===== config.mk =====
export PLATFORM = sky130hd
export DESIGN_NAME = fifo_page_replacement
export DESIGN_NICKNAME = d
export VERILOG_FILES = /design/src/rtl/core/fpr_pkg.sv /design/src/rtl/core/fpr_cell.sv /design/src/rtl/core/fpr_sat_cnt.sv /design/src/rtl/core/fifo_page_replacement.sv
export SDC_FILE = /design/constraint.sdc
export NUM_CORES = 1
export LEC_CHECK = 0
export ABC_CLOCK_PERIOD_IN_PS = 16800
export BUFFER_PORTS_ARGS = -buffer_cell sky130_fd_sc_hd__buf_4
export CORE_MARGIN = 3
export CORE_UTILIZATION = 65
export CTS_BUF_LIST = sky130_fd_sc_hd__clkbuf_8
export DETAILED_ROUTE_END_ITERATION = 6
export PLACE_DENSITY = 0.91
export SLEW_MARGIN = 25
export SYNTH_ARGS = -nofsm -noshare
export SYNTH_HDL_FRONTEND = slang
export SYNTH_SLANG_ARGS = --single-unit

===== constraint.sdc =====
create_clock -name clk_i -period 16.8 [get_ports clk_i]
set_clock_uncertainty 0.05 [all_clocks]
set_input_delay 0.84 -clock clk_i [delete_from_list [all_inputs] [get_ports clk_i]]
set_output_delay 0.84 -clock clk_i [all_outputs]
set_load 0.05 [all_outputs]

===== src/rtl/core/fpr_pkg.sv =====
package fpr_pkg;

  localparam int unsigned MaxFramesDef = 16;
  localparam int unsigned PageBitsDef  = 16;

  localparam int unsigned PageNumW = 16;
  localparam int unsigned FiuW     = 5;
  localparam int unsigned CntW     = 32;

  localparam logic [FiuW-1:0] FiuRst = 5'd16;

  // control broadcast to every cell of the frame row
  typedef struct packed {
    logic clear;  // drop every resident page
    logic shift;  // load a new page at the head, age the rest
  } cell_ctrl_t;

endpackage


===== src/rtl/core/fpr_cell.sv =====
module fpr_cell import fpr_pkg::*; #(
  parameter int unsigned PgW = 16
) (
  input  logic           clk_i,
  input  logic           rst_ni,
  input  cell_ctrl_t     ctrl_i,
  input  logic           in_range_i,
  input  logic [PgW-1:0] prev_page_i,
  input  logic           prev_valid_i,
  input  logic [PgW-1:0] cmp_page_i,
  output logic [PgW-1:0] page_o,
  output logic           valid_o,
  output logic           match_o
);

  logic [PgW-1:0] page_q;
  logic           valid_q, valid_d;

  always_comb begin
    valid_d = valid_q;
    if (ctrl_i.clear) begin
      valid_d = 1'b0;
    end else if (ctrl_i.shift) begin
      // cells past the active frame count never hold a page
      valid_d = prev_valid_i & in_range_i;
    end
  end

  always_ff @(posedge clk_i or negedge rst_ni) begin
    if (!rst_ni) begin
      valid_q <= 1'b0;
    end else begin
      valid_q <= valid_d;
    end
  end

  always_ff @(posedge clk_i) begin
    if (ctrl_i.shift) begin
      page_q <= prev_page_i;
    end
  end

  assign page_o  = page_q;
  assign valid_o = valid_q;
  assign match_o = valid_q && (page_q == cmp_page_i);

endmodule


===== src/rtl/core/fpr_sat_cnt.sv =====
module fpr_sat_cnt import fpr_pkg::*; (
  input  logic            clk_i,
  input  logic            rst_ni,
  input  logic            inc_i,
  output logic [CntW-1:0] count_o
);

  logic [CntW-1:0] count_q, count_d;

  always_comb begin
    count_d = count_q;
    // hold at all ones
    if (inc_i && (count_q != '1)) begin
      count_d = count_q + 1'b1;
    end
  end

  always_ff @(posedge clk_i or negedge rst_ni) begin
    if (!rst_ni) begin
      count_q <= '0;
    end else begin
      count_q <= count_d;
    end
  end

  assign count_o = count_q;

endmodule


===== src/rtl/core/fifo_page_replacement.sv =====
// An accepted reference has its result registered on the outputs in the next cycle, with
// done_o high for a single cycle; the receiver cannot stall it.
// Throughput: one reference per cycle, busy stays low; a row of frame cells compares
// all frames in parallel and shifts a missed page in at the head in that same cycle.
// Reset: all frames empty, both counters zero, frames_in_use at 16.
// A frames_in_use write empties all frames and keeps the counters.
module fifo_page_replacement import fpr_pkg::*; #(
  parameter int unsigned MAX_FRAMES = MaxFramesDef,
  parameter int unsigned PAGE_BITS  = PageBitsDef
) (
  input  logic                clk_i,
  input  logic                rst_ni,
  input  logic                start,
  output logic                busy,
  input  logic [PageNumW-1:0] page_number_i,
  input  logic                last_reference_i,
  output logic                done_o,
  output logic                hit_o,
  output logic                evicted_valid_o,
  output logic [PageNumW-1:0] evicted_page_o,
  output logic [CntW-1:0]     hits_so_far_o,
  output logic [CntW-1:0]     faults_so_far_o,
  output logic                last_result_o,
  input  logic                cfg_valid_i,
  output logic                cfg_ready_o,
  input  logic [FiuW-1:0]     cfg_data_i
);

  localparam int unsigned PgW     = (PAGE_BITS < PageNumW) ? PAGE_BITS : PageNumW;
  localparam int unsigned FrmCntW = $clog2(MAX_FRAMES + 1);

  logic [FiuW-1:0]    fiu_q;
  logic [FrmCntW-1:0] n_active;
  logic               accept, cfg_wr, any_hit, miss;
  logic [PgW-1:0]     ref_page;
  cell_ctrl_t         ctrl;

  logic [PgW-1:0]        cell_page  [MAX_FRAMES];
  logic [MAX_FRAMES-1:0] cell_valid;
  logic [MAX_FRAMES-1:0] cell_match;

  logic           ev_valid;
  logic [PgW-1:0] ev_page;

  logic                done_q, hit_q, ev_valid_q, last_q;
  logic [PageNumW-1:0] ev_page_q;
  logic [CntW-1:0]     hit_cnt, fault_cnt;

  assign busy        = 1'b0;
  assign cfg_ready_o = 1'b1;
  assign accept      = start && !busy;
  assign cfg_wr      = cfg_valid_i && cfg_ready_o;
  assign ref_page    = page_number_i[PgW-1:0];

  always_ff @(posedge clk_i or negedge rst_ni) begin
    if (!rst_ni) begin
      fiu_q <= FiuRst;
    end else if (cfg_wr) begin
      fiu_q <= cfg_data_i;
    end
  end

  // clamp the register to 1..MAX_FRAMES
  always_comb begin
    if (fiu_q == '0) begin
      n_active = FrmCntW'(1);
    end else if (32'(fiu_q) > 32'(MAX_FRAMES)) begin
      n_active = FrmCntW'(MAX_FRAMES);
    end else begin
      n_active = FrmCntW'(fiu_q);
    end
  end

  assign any_hit    = |cell_match;
  assign miss       = accept && !any_hit;
  assign ctrl.clear = cfg_wr;
  assign ctrl.shift = miss;

  for (genvar gi = 0; gi < MAX_FRAMES; gi++) begin : g_cell
    logic [PgW-1:0] prev_page;
    logic           prev_valid;
    logic           in_range;

    if (gi == 0) begin : g_head
      assign prev_page  = ref_page;
      assign prev_valid = 1'b1;
    end else begin : g_body
      assign prev_page  = cell_page[gi-1];
      assign prev_valid = cell_valid[gi-1];
    end

    assign in_range = (32'(gi) < 32'(n_active));

    fpr_cell #(
      .PgW(PgW)
    ) u_cell (
      .clk_i       (clk_i),
      .rst_ni      (rst_ni),
      .ctrl_i      (ctrl),
      .in_range_i  (in_range),
      .prev_page_i (prev_page),
      .prev_valid_i(prev_valid),
      .cmp_page_i  (ref_page),
      .page_o      (cell_page[gi]),
      .valid_o     (cell_valid[gi]),
      .match_o     (cell_match[gi])
    );
  end

  // the oldest page sits in the last active cell
  always_comb begin
    ev_valid = 1'b0;
    ev_page  = '0;
    for (int i = 0; i < MAX_FRAMES; i++) begin
      if (32'(i + 1) == 32'(n_active)) begin
        ev_valid = cell_valid[i];
        ev_page  = cell_page[i];
      end
    end
  end

  fpr_sat_cnt u_hit_cnt (
    .clk_i  (clk_i),
    .rst_ni (rst_ni),
    .inc_i  (accept && any_hit),
    .count_o(hit_cnt)
  );

  fpr_sat_cnt u_fault_cnt (
    .clk_i  (clk_i),
    .rst_ni (rst_ni),
    .inc_i  (miss),
    .count_o(fault_cnt)
  );

  always_ff @(posedge clk_i or negedge rst_ni) begin
    if (!rst_ni) begin
      done_q <= 1'b0;
    end else begin
      done_q <= accept;
    end
  end

  always_ff @(posedge clk_i) begin
    if (accept) begin
      hit_q      <= any_hit;
      ev_valid_q <= !any_hit && ev_valid;
      ev_page_q  <= (!any_hit && ev_valid) ? PageNumW'(ev_page) : '0;
      last_q     <= last_reference_i;
    end
  end

  assign done_o          = done_q;
  assign hit_o           = hit_q;
  assign evicted_valid_o = ev_valid_q;
  assign evicted_page_o  = ev_page_q;
  assign hits_so_far_o   = hit_cnt;
  assign faults_so_far_o = fault_cnt;
  assign last_result_o   = last_q;

endmodule

# Word-level counts from Yosys, hierarchy flattened
# Index checks and enable logic that the tools add are counted.
op_classes:
  mul: 0
  n_mux: 66
  shifts: 0
  reduce_logical: 25
  n_eq_ne: 34
  n_addsub: 2
  div_mod_pow: 0
  order_cmp: 17
  bitwise: 15
op_table:
  columns: ["cell", "count"]
  rows:
  - ["== test 16 bit", 16]
  - ["2-to-1 mux 16 bit", 16]
  - ["adder 32 x 1 -> 32 bit (second input constant)", 2]
  - ["!= test 32 bit (second input constant)", 2]
  - ["2-to-1 mux 1 bit", 48]
  - ["== test 4 x 5 -> 1 bit (first input constant)", 8]
  - ["< comparator 4 x 5 -> 1 bit (first input constant)", 8]
  - ["logical AND 1 bit", 21]
  - ["== test 3 x 5 -> 1 bit (first input constant)", 4]
  - ["< comparator 3 x 5 -> 1 bit (first input constant)", 4]
  - ["OR reduction 16 bit", 1]
  - ["bitwise AND 1 bit", 15]
  - ["== test 2 x 5 -> 1 bit (first input constant)", 2]
  - ["< comparator 1 x 5 -> 1 bit (first input constant)", 2]
  - ["< comparator 2 x 5 -> 1 bit (first input constant)", 2]
  - ["2-to-1 mux 5 bit", 2]
  - ["== test 1 x 5 -> 1 bit (first input constant)", 1]
  - ["== test 5 bit (first input constant)", 1]
  - ["> comparator 5 bit (second input constant)", 1]
  - ["zero test 5 bit", 1]
  - ["nonzero test 2 bit", 1]
  - ["zero test 1 bit", 1]
totals:
  latchBits: 0
  input_bits: 26
  mem_count: 0
  mem_bits_rw: 0
  mem_bits_ro: 0
  ff_bits: 361
  wordCells: 199

# Longest topological paths before layout
logic_depth:
  word_depth: 21
  depth_mapped: 12
  depth_no_buf: 8

# Cells and area by module
# Synthesis repeated with hierarchy kept, for this count alone.
hier_totals:
  hier_cells: 1551
  area_unflattened_um2: 18426.4
by_module_without_submodules:
  columns: ["mod", "area_per_inst_um2", "n_inst", "cells_each"]
  rows:
  - ["fpr_cell", 703.2, 16, 42]
  - ["fifo_page_replacement", 4028.9, 1, 588]
  - ["fpr_sat_cnt at u_fault_cnt", 1624.1, 1, 151]
  - ["fpr_sat_cnt at u_hit_cnt", 1522.7, 1, 140]

# Least setup slack after synthesis
# No wires, ideal clock.
synth_timing:
  path_type: "input to register"
  from: "in page_number_i[11]"
  to: "reg g_cell[0].u_cell.page_q[0], enable pin"
  n_path_buf: 4
  t_arrival_ps: 7349
  setup_ps: 608
  path_stages: 10
  path_slack_ps: 8792
  path_cell_list: "buf_4 -> buf_6 -> xor2_1 -> nor2_1 -> a32o_1 -> nor4_4 -> nand3_2 -> buf_6 -> buf_6 -> inv_1"
synth_between:
  elab_chain_cells: 5
  elab_cells_between_ends: 35
  classes_between: "eq/ne: 16; reduce/logical: 19"
synth_lines:
  columns: ["item", "line_no", "source"]
  rows:
  - ["start, declared", "fifo_page_replacement.sv:15", "input logic [PageNumW-1:0] page_number_i,"]
  - ["== test 16 bit", "fpr_cell.sv:45", "assign match_o = valid_q && (page_q == cmp_page_i);"]
  - ["logical AND 1 bit", "fpr_cell.sv:45", null]
  - ["OR reduction 16 bit *", "fifo_page_replacement.sv:74", "assign any_hit = |cell_match;"]
  - ["zero test 1 bit *", "fifo_page_replacement.sv:75", "assign miss = accept && !any_hit;"]
  - ["logical AND 1 bit *", "fifo_page_replacement.sv:75", null]
  - ["net miss", "fifo_page_replacement.sv:34", "logic accept, cfg_wr, any_hit, miss;"]
  - ["end signal, assigned", "fpr_cell.sv:39", "page_q <= prev_page_i;"]
  - ["end, declared", "fpr_cell.sv:16", "logic [PgW-1:0] page_q;"]
# Mark *: on every way through the listed nets, which the timed path passes. The rest lies on a longest branch.
# A chain may end at the register's enable or synchronous reset.

# Final worst setup path
layout_timing:
  from: "in page_number_i[12]"
  to: "reg g_cell[0].u_cell.page_q[15], enable pin"
# The elaborated chain is that of the path after synthesis.

==> PnR_summary.wiki <==
{| class="wikitable"
! Metric !! Value
|-
| Category of the most critical setup path || in -> reg
|-
| Part of the cycle the worst path needs || a little over a quarter
|-
| Root Buffer Master || clkbuf_8
|-
| Peak supply drop || 0.0000885 V
|-
| Maximum clock frequency || 228 MHz
|-
| Row count || 60
|-
| Placer Congestion || 0.983
|-
| Main combinational cell family by area after synthesis || XOR/XNOR gates
|-
| Worst slew slack as a fraction of its limit || 31.8%
|-
| Detailed Place HPWL || 33200 um
|-
| Number of buffers inserted to repair setup after CTS || 0
|-
| # resized after CTS || 0
|-
| Most frequent standard cell in the layout excluding fill and tap cells || edfxtp_1
|-
| Critical Path AT || 4.57 ns
|-
| Post-synthesis average cell area || 12.7 um^2
|-
| Setup violators final || 0
|-
| Die Ht || 173 um
|-
| Die ar. || 0.0298 mm^2
|-
| Fraction of the mapped netlist area in simple logic gates || 12.9%
|-
| Ys async rst share || 23.8%
|-
| Worst R2R Start || g_cell[1].u_cell.page_o[12]$_DFFE_PP_
|-
| Final standard cell utilization of the core || 73.0%
|-
| Average via count per standard cell || 6.45
|-
| Kind of launch point of the worst setup path || input pin
|-
| Tightest Hold Check Type || in -> async
|-
| Critical path data required time || 16.98 ns
|-
| Leakage || between 7 and 8 nW
|-
| Core area || approximately 0.027 mm^2
|-
| Number of synthesized register bits || roughly 360
|-
| Final hold slack || 0.176 ns
|-
| Total number of nets in the final design || 1528
|-
| DRC violation total after the first TritonRoute iteration || 1866
|-
| Number of warnings reported in the yosys synthesis log || 0
|-
| Crit end category || register
|-
| Share of the synthesized area in compound gates (AO/OA/AOI/OAI) || 7.45%
|-
| Share of synthesized area occupied by flip-flops and latches || 57.8%
|-
| Total clock sinks || 361
|-
| Clock transition at the register clock pins on the worst setup and hold paths after CTS || 0.06 ns
|-
| Number of pins with negative max-slew slack in the final report || 0
|-
| Via total after detailed routing || 12338
|-
| Maxcap violations || 0
|-
| Cell depth of the worst flop-to-flop path || 9
|-
| Die Span X || roughly 170 um
|-
| Adder and majority cell fraction of the synthesized area || less than 1%
|-
| Post-route worst setup slack || 12.40 ns
|-
| Layout cells sized above 1 || 15.6%
|-
| Initial antenna violation count || 2
|-
| H-tree depth reported by CTS || 2
|-
| Layout Area Growth over Synthesis || 9.72%
|-
| Flip-flop cell with the highest count after synthesis || edfxtp_1
|-
| Port Buf Inserts || about 110
|-
| Filler cells || 1737
|-
| First-pass GRT wire length || 72400 um
|-
| Number of DRC violations after detailed routing || 0
|-
| Pre-CTS worst setup slack || 11.88 ns
|-
| Overall Global Routing Usage || a little under a third
|-
| Clock Latency Late Sink || 0.61 ns
|-
| Num CTS Buffers || 57
|-
| Mux cell area share after synthesis || around 2.2%
|-
| Sum of overflow across all layers after global routing || 0
|-
| Sequence of cells on the critical path || buf_4 > xnor2_1 > nand4_1 > nor4_1 > a32o_1 > nor4_4 > nand3_2 > buf_4 > inv_8 > buf_4
|-
| Xor/xnor share of the synthesized area || 15.4%
|-
| RSZ-0062 raised after global routing || false
|-
| Total power of the final layout || 2.08 mW
|-
| Status || finished clean
|-
| Post-Route Setup TNS || 0 ns
|-
| Count of flip-flops with a built-in enable after synthesis || 275
|-
| Count of final hold-check violations || 0
|-
| Count of mapped cells out of synthesis || about 1400
|-
| Highest-count cells in the layout ignoring fill and taps || edfxtp_1, xor2_1, buf_4
|-
| Number of hold buffers added after cts || 0
|-
| Shortest clock period the worst path allows after layout || approximately 4.4 ns
|-
| Distinct cells, synth || 73
|-
| Worst R2R Setup Slack || 12.41 ns
|-
| Top cell by count, worst path || buf_4
|-
| First-pass DRT Iterations || 6
|-
| Total standard cell area after synthesis || 0.0180 mm^2
|-
| Antenna-violating nets left || 0
|-
| Number of nets produced by synthesis || 1443
|-
| Clock buffer depth || 3
|-
| Power density normalized to cell area || 105 mW/mm^2
|-
| Number of global-route vias before repair || 12322
|-
| Pin count of the biggest net entering global routing || 100
|-
| I/O pin total || 112
|-
| CTS tree || built
|-
| Routed wire length || 46700 um
|-
| Antenna diode instance count || 0
|-
| Routed length per placed instance || 24.4 um
|-
| Critical path fanouts, max || slightly below 100
|-
| Slowest CP cell || nor4_1
|-
| Slew at the pin closest to its max-slew limit || 1.02 ns
|-
| Delay of the slowest cell on the worst path || 0.80 ns
|-
| Crit Reg-Reg Endpoint || g_cell[0].u_cell.page_o[15]$_DFFE_PP_
|-
| Effective utilization at floorplan || 66.5%
|}
## layer usage
layer | wire length (um) | GRT usage, %
met5 | 27 | 0
met1 | 17700 | 41.6
met4 | 2330 | 13.2
met3 | 4120 | 5.23
met2 | 22500 | 50.1
## power breakdown
group	switching (mW)	internal (mW)	leakage [nW]
Sequential	0.0566	1.03	3.82
Clock	0.341	0.339	0.630
Combinational	0.209	0.102	2.95
Total	0.606	1.47	7.40
## worst max-delay path, delay by kind of cell
kind | cells | cell delay (ns)
buf+inv | 4 | 1.80
xor+xnor | 1 | 0.33
compound gates | 1 | 0.33
simple gates | 4 | 1.13
## how the worst max path moves through the flow
stage / slack, ns / endpoint / startpoint / cells past startpoint
global route: 12.25 / evicted_page_o[12]$_SDFFCE_PN0P_ / fiu_q[4]$_DFFE_PN1P_ / 9
detailed placement: 11.88 / g_cell[0].u_cell.page_o[10]$_DFFE_PP_ / page_number_i[11] / 10
global placement: 11.99 / g_cell[1].u_cell.page_o[10]$_DFFE_PP_ / page_number_i[6] / 10
floorplan: 8.79 / g_cell[0].u_cell.page_o[0]$_DFFE_PP_ / page_number_i[11] / 10
finish: 12.40 / g_cell[0].u_cell.page_o[15]$_DFFE_PP_ / page_number_i[12] / 10
CTS: 12.49 / g_cell[11].u_cell.page_o[9]$_DFFE_PP_ / g_cell[1].u_cell.page_o[12]$_DFFE_PP_ / 9
## cell usage after synthesis, drive strengths merged (34+ instances only)
cell / n / area share, %
edfxtp: 275 / 46
xor2: 207 / 10
xnor2: 110 / 5.3
dfrtp: 85 / 12
nand2: 65 / 1.4
buf: 62 / 3.1
nor2: 62 / 1.3
nor4: 61 / 2.9
nand3: 50 / 1.4
nand4: 43 / 1.5
a21oi: 42 / 1.2
clkbuf: 34 / 0.71
## sequential cells by signal (all words and copies together), names as in the netlist
signal,flops
g_cell.u_cell.page_o,256
fiu_q,5
last_result_o,1
u_fault_cnt.count_o,32
g_cell.u_cell.valid_o,16
evicted_page_o,16
evicted_valid_o,1
u_hit_cnt.count_o,32
done_o,1
hit_o,1
## logic make-up (layout without fill, tap and decap cells)
group           Yosys count  count (layout)
compound gates          189             189
xor+xnor                317             317
fa+ha+maj                 2               2
buf+inv                 108             235
flops                   361             361
mux                      39              39
other cells               2               2
simple gates            397             397
## final cells by class
class / instances / area (um^2) / area share [%]
Clock inverter: 38 / 150 / 0.759
Sequential cell: 361 / 10400 / 52.6
Multi-Input combinational cell: 946 / 6880 / 34.8
Clock buffer: 63 / 867 / 4.38
Timing Repair Buffer: 122 / 947 / 4.79
Tap cell: 372 / 465 / 2.35
Inverter: 12 / 52.6 / 0.266
## per-stage QoR
step,cells,cell area [um^2]
finish,1914,19800
global route,1914,19800
CTS,1914,19800
detailed placement,1813,18800
global placement,1811,18700
floorplan,1415,18000
(Power assumes the default switching activity.)
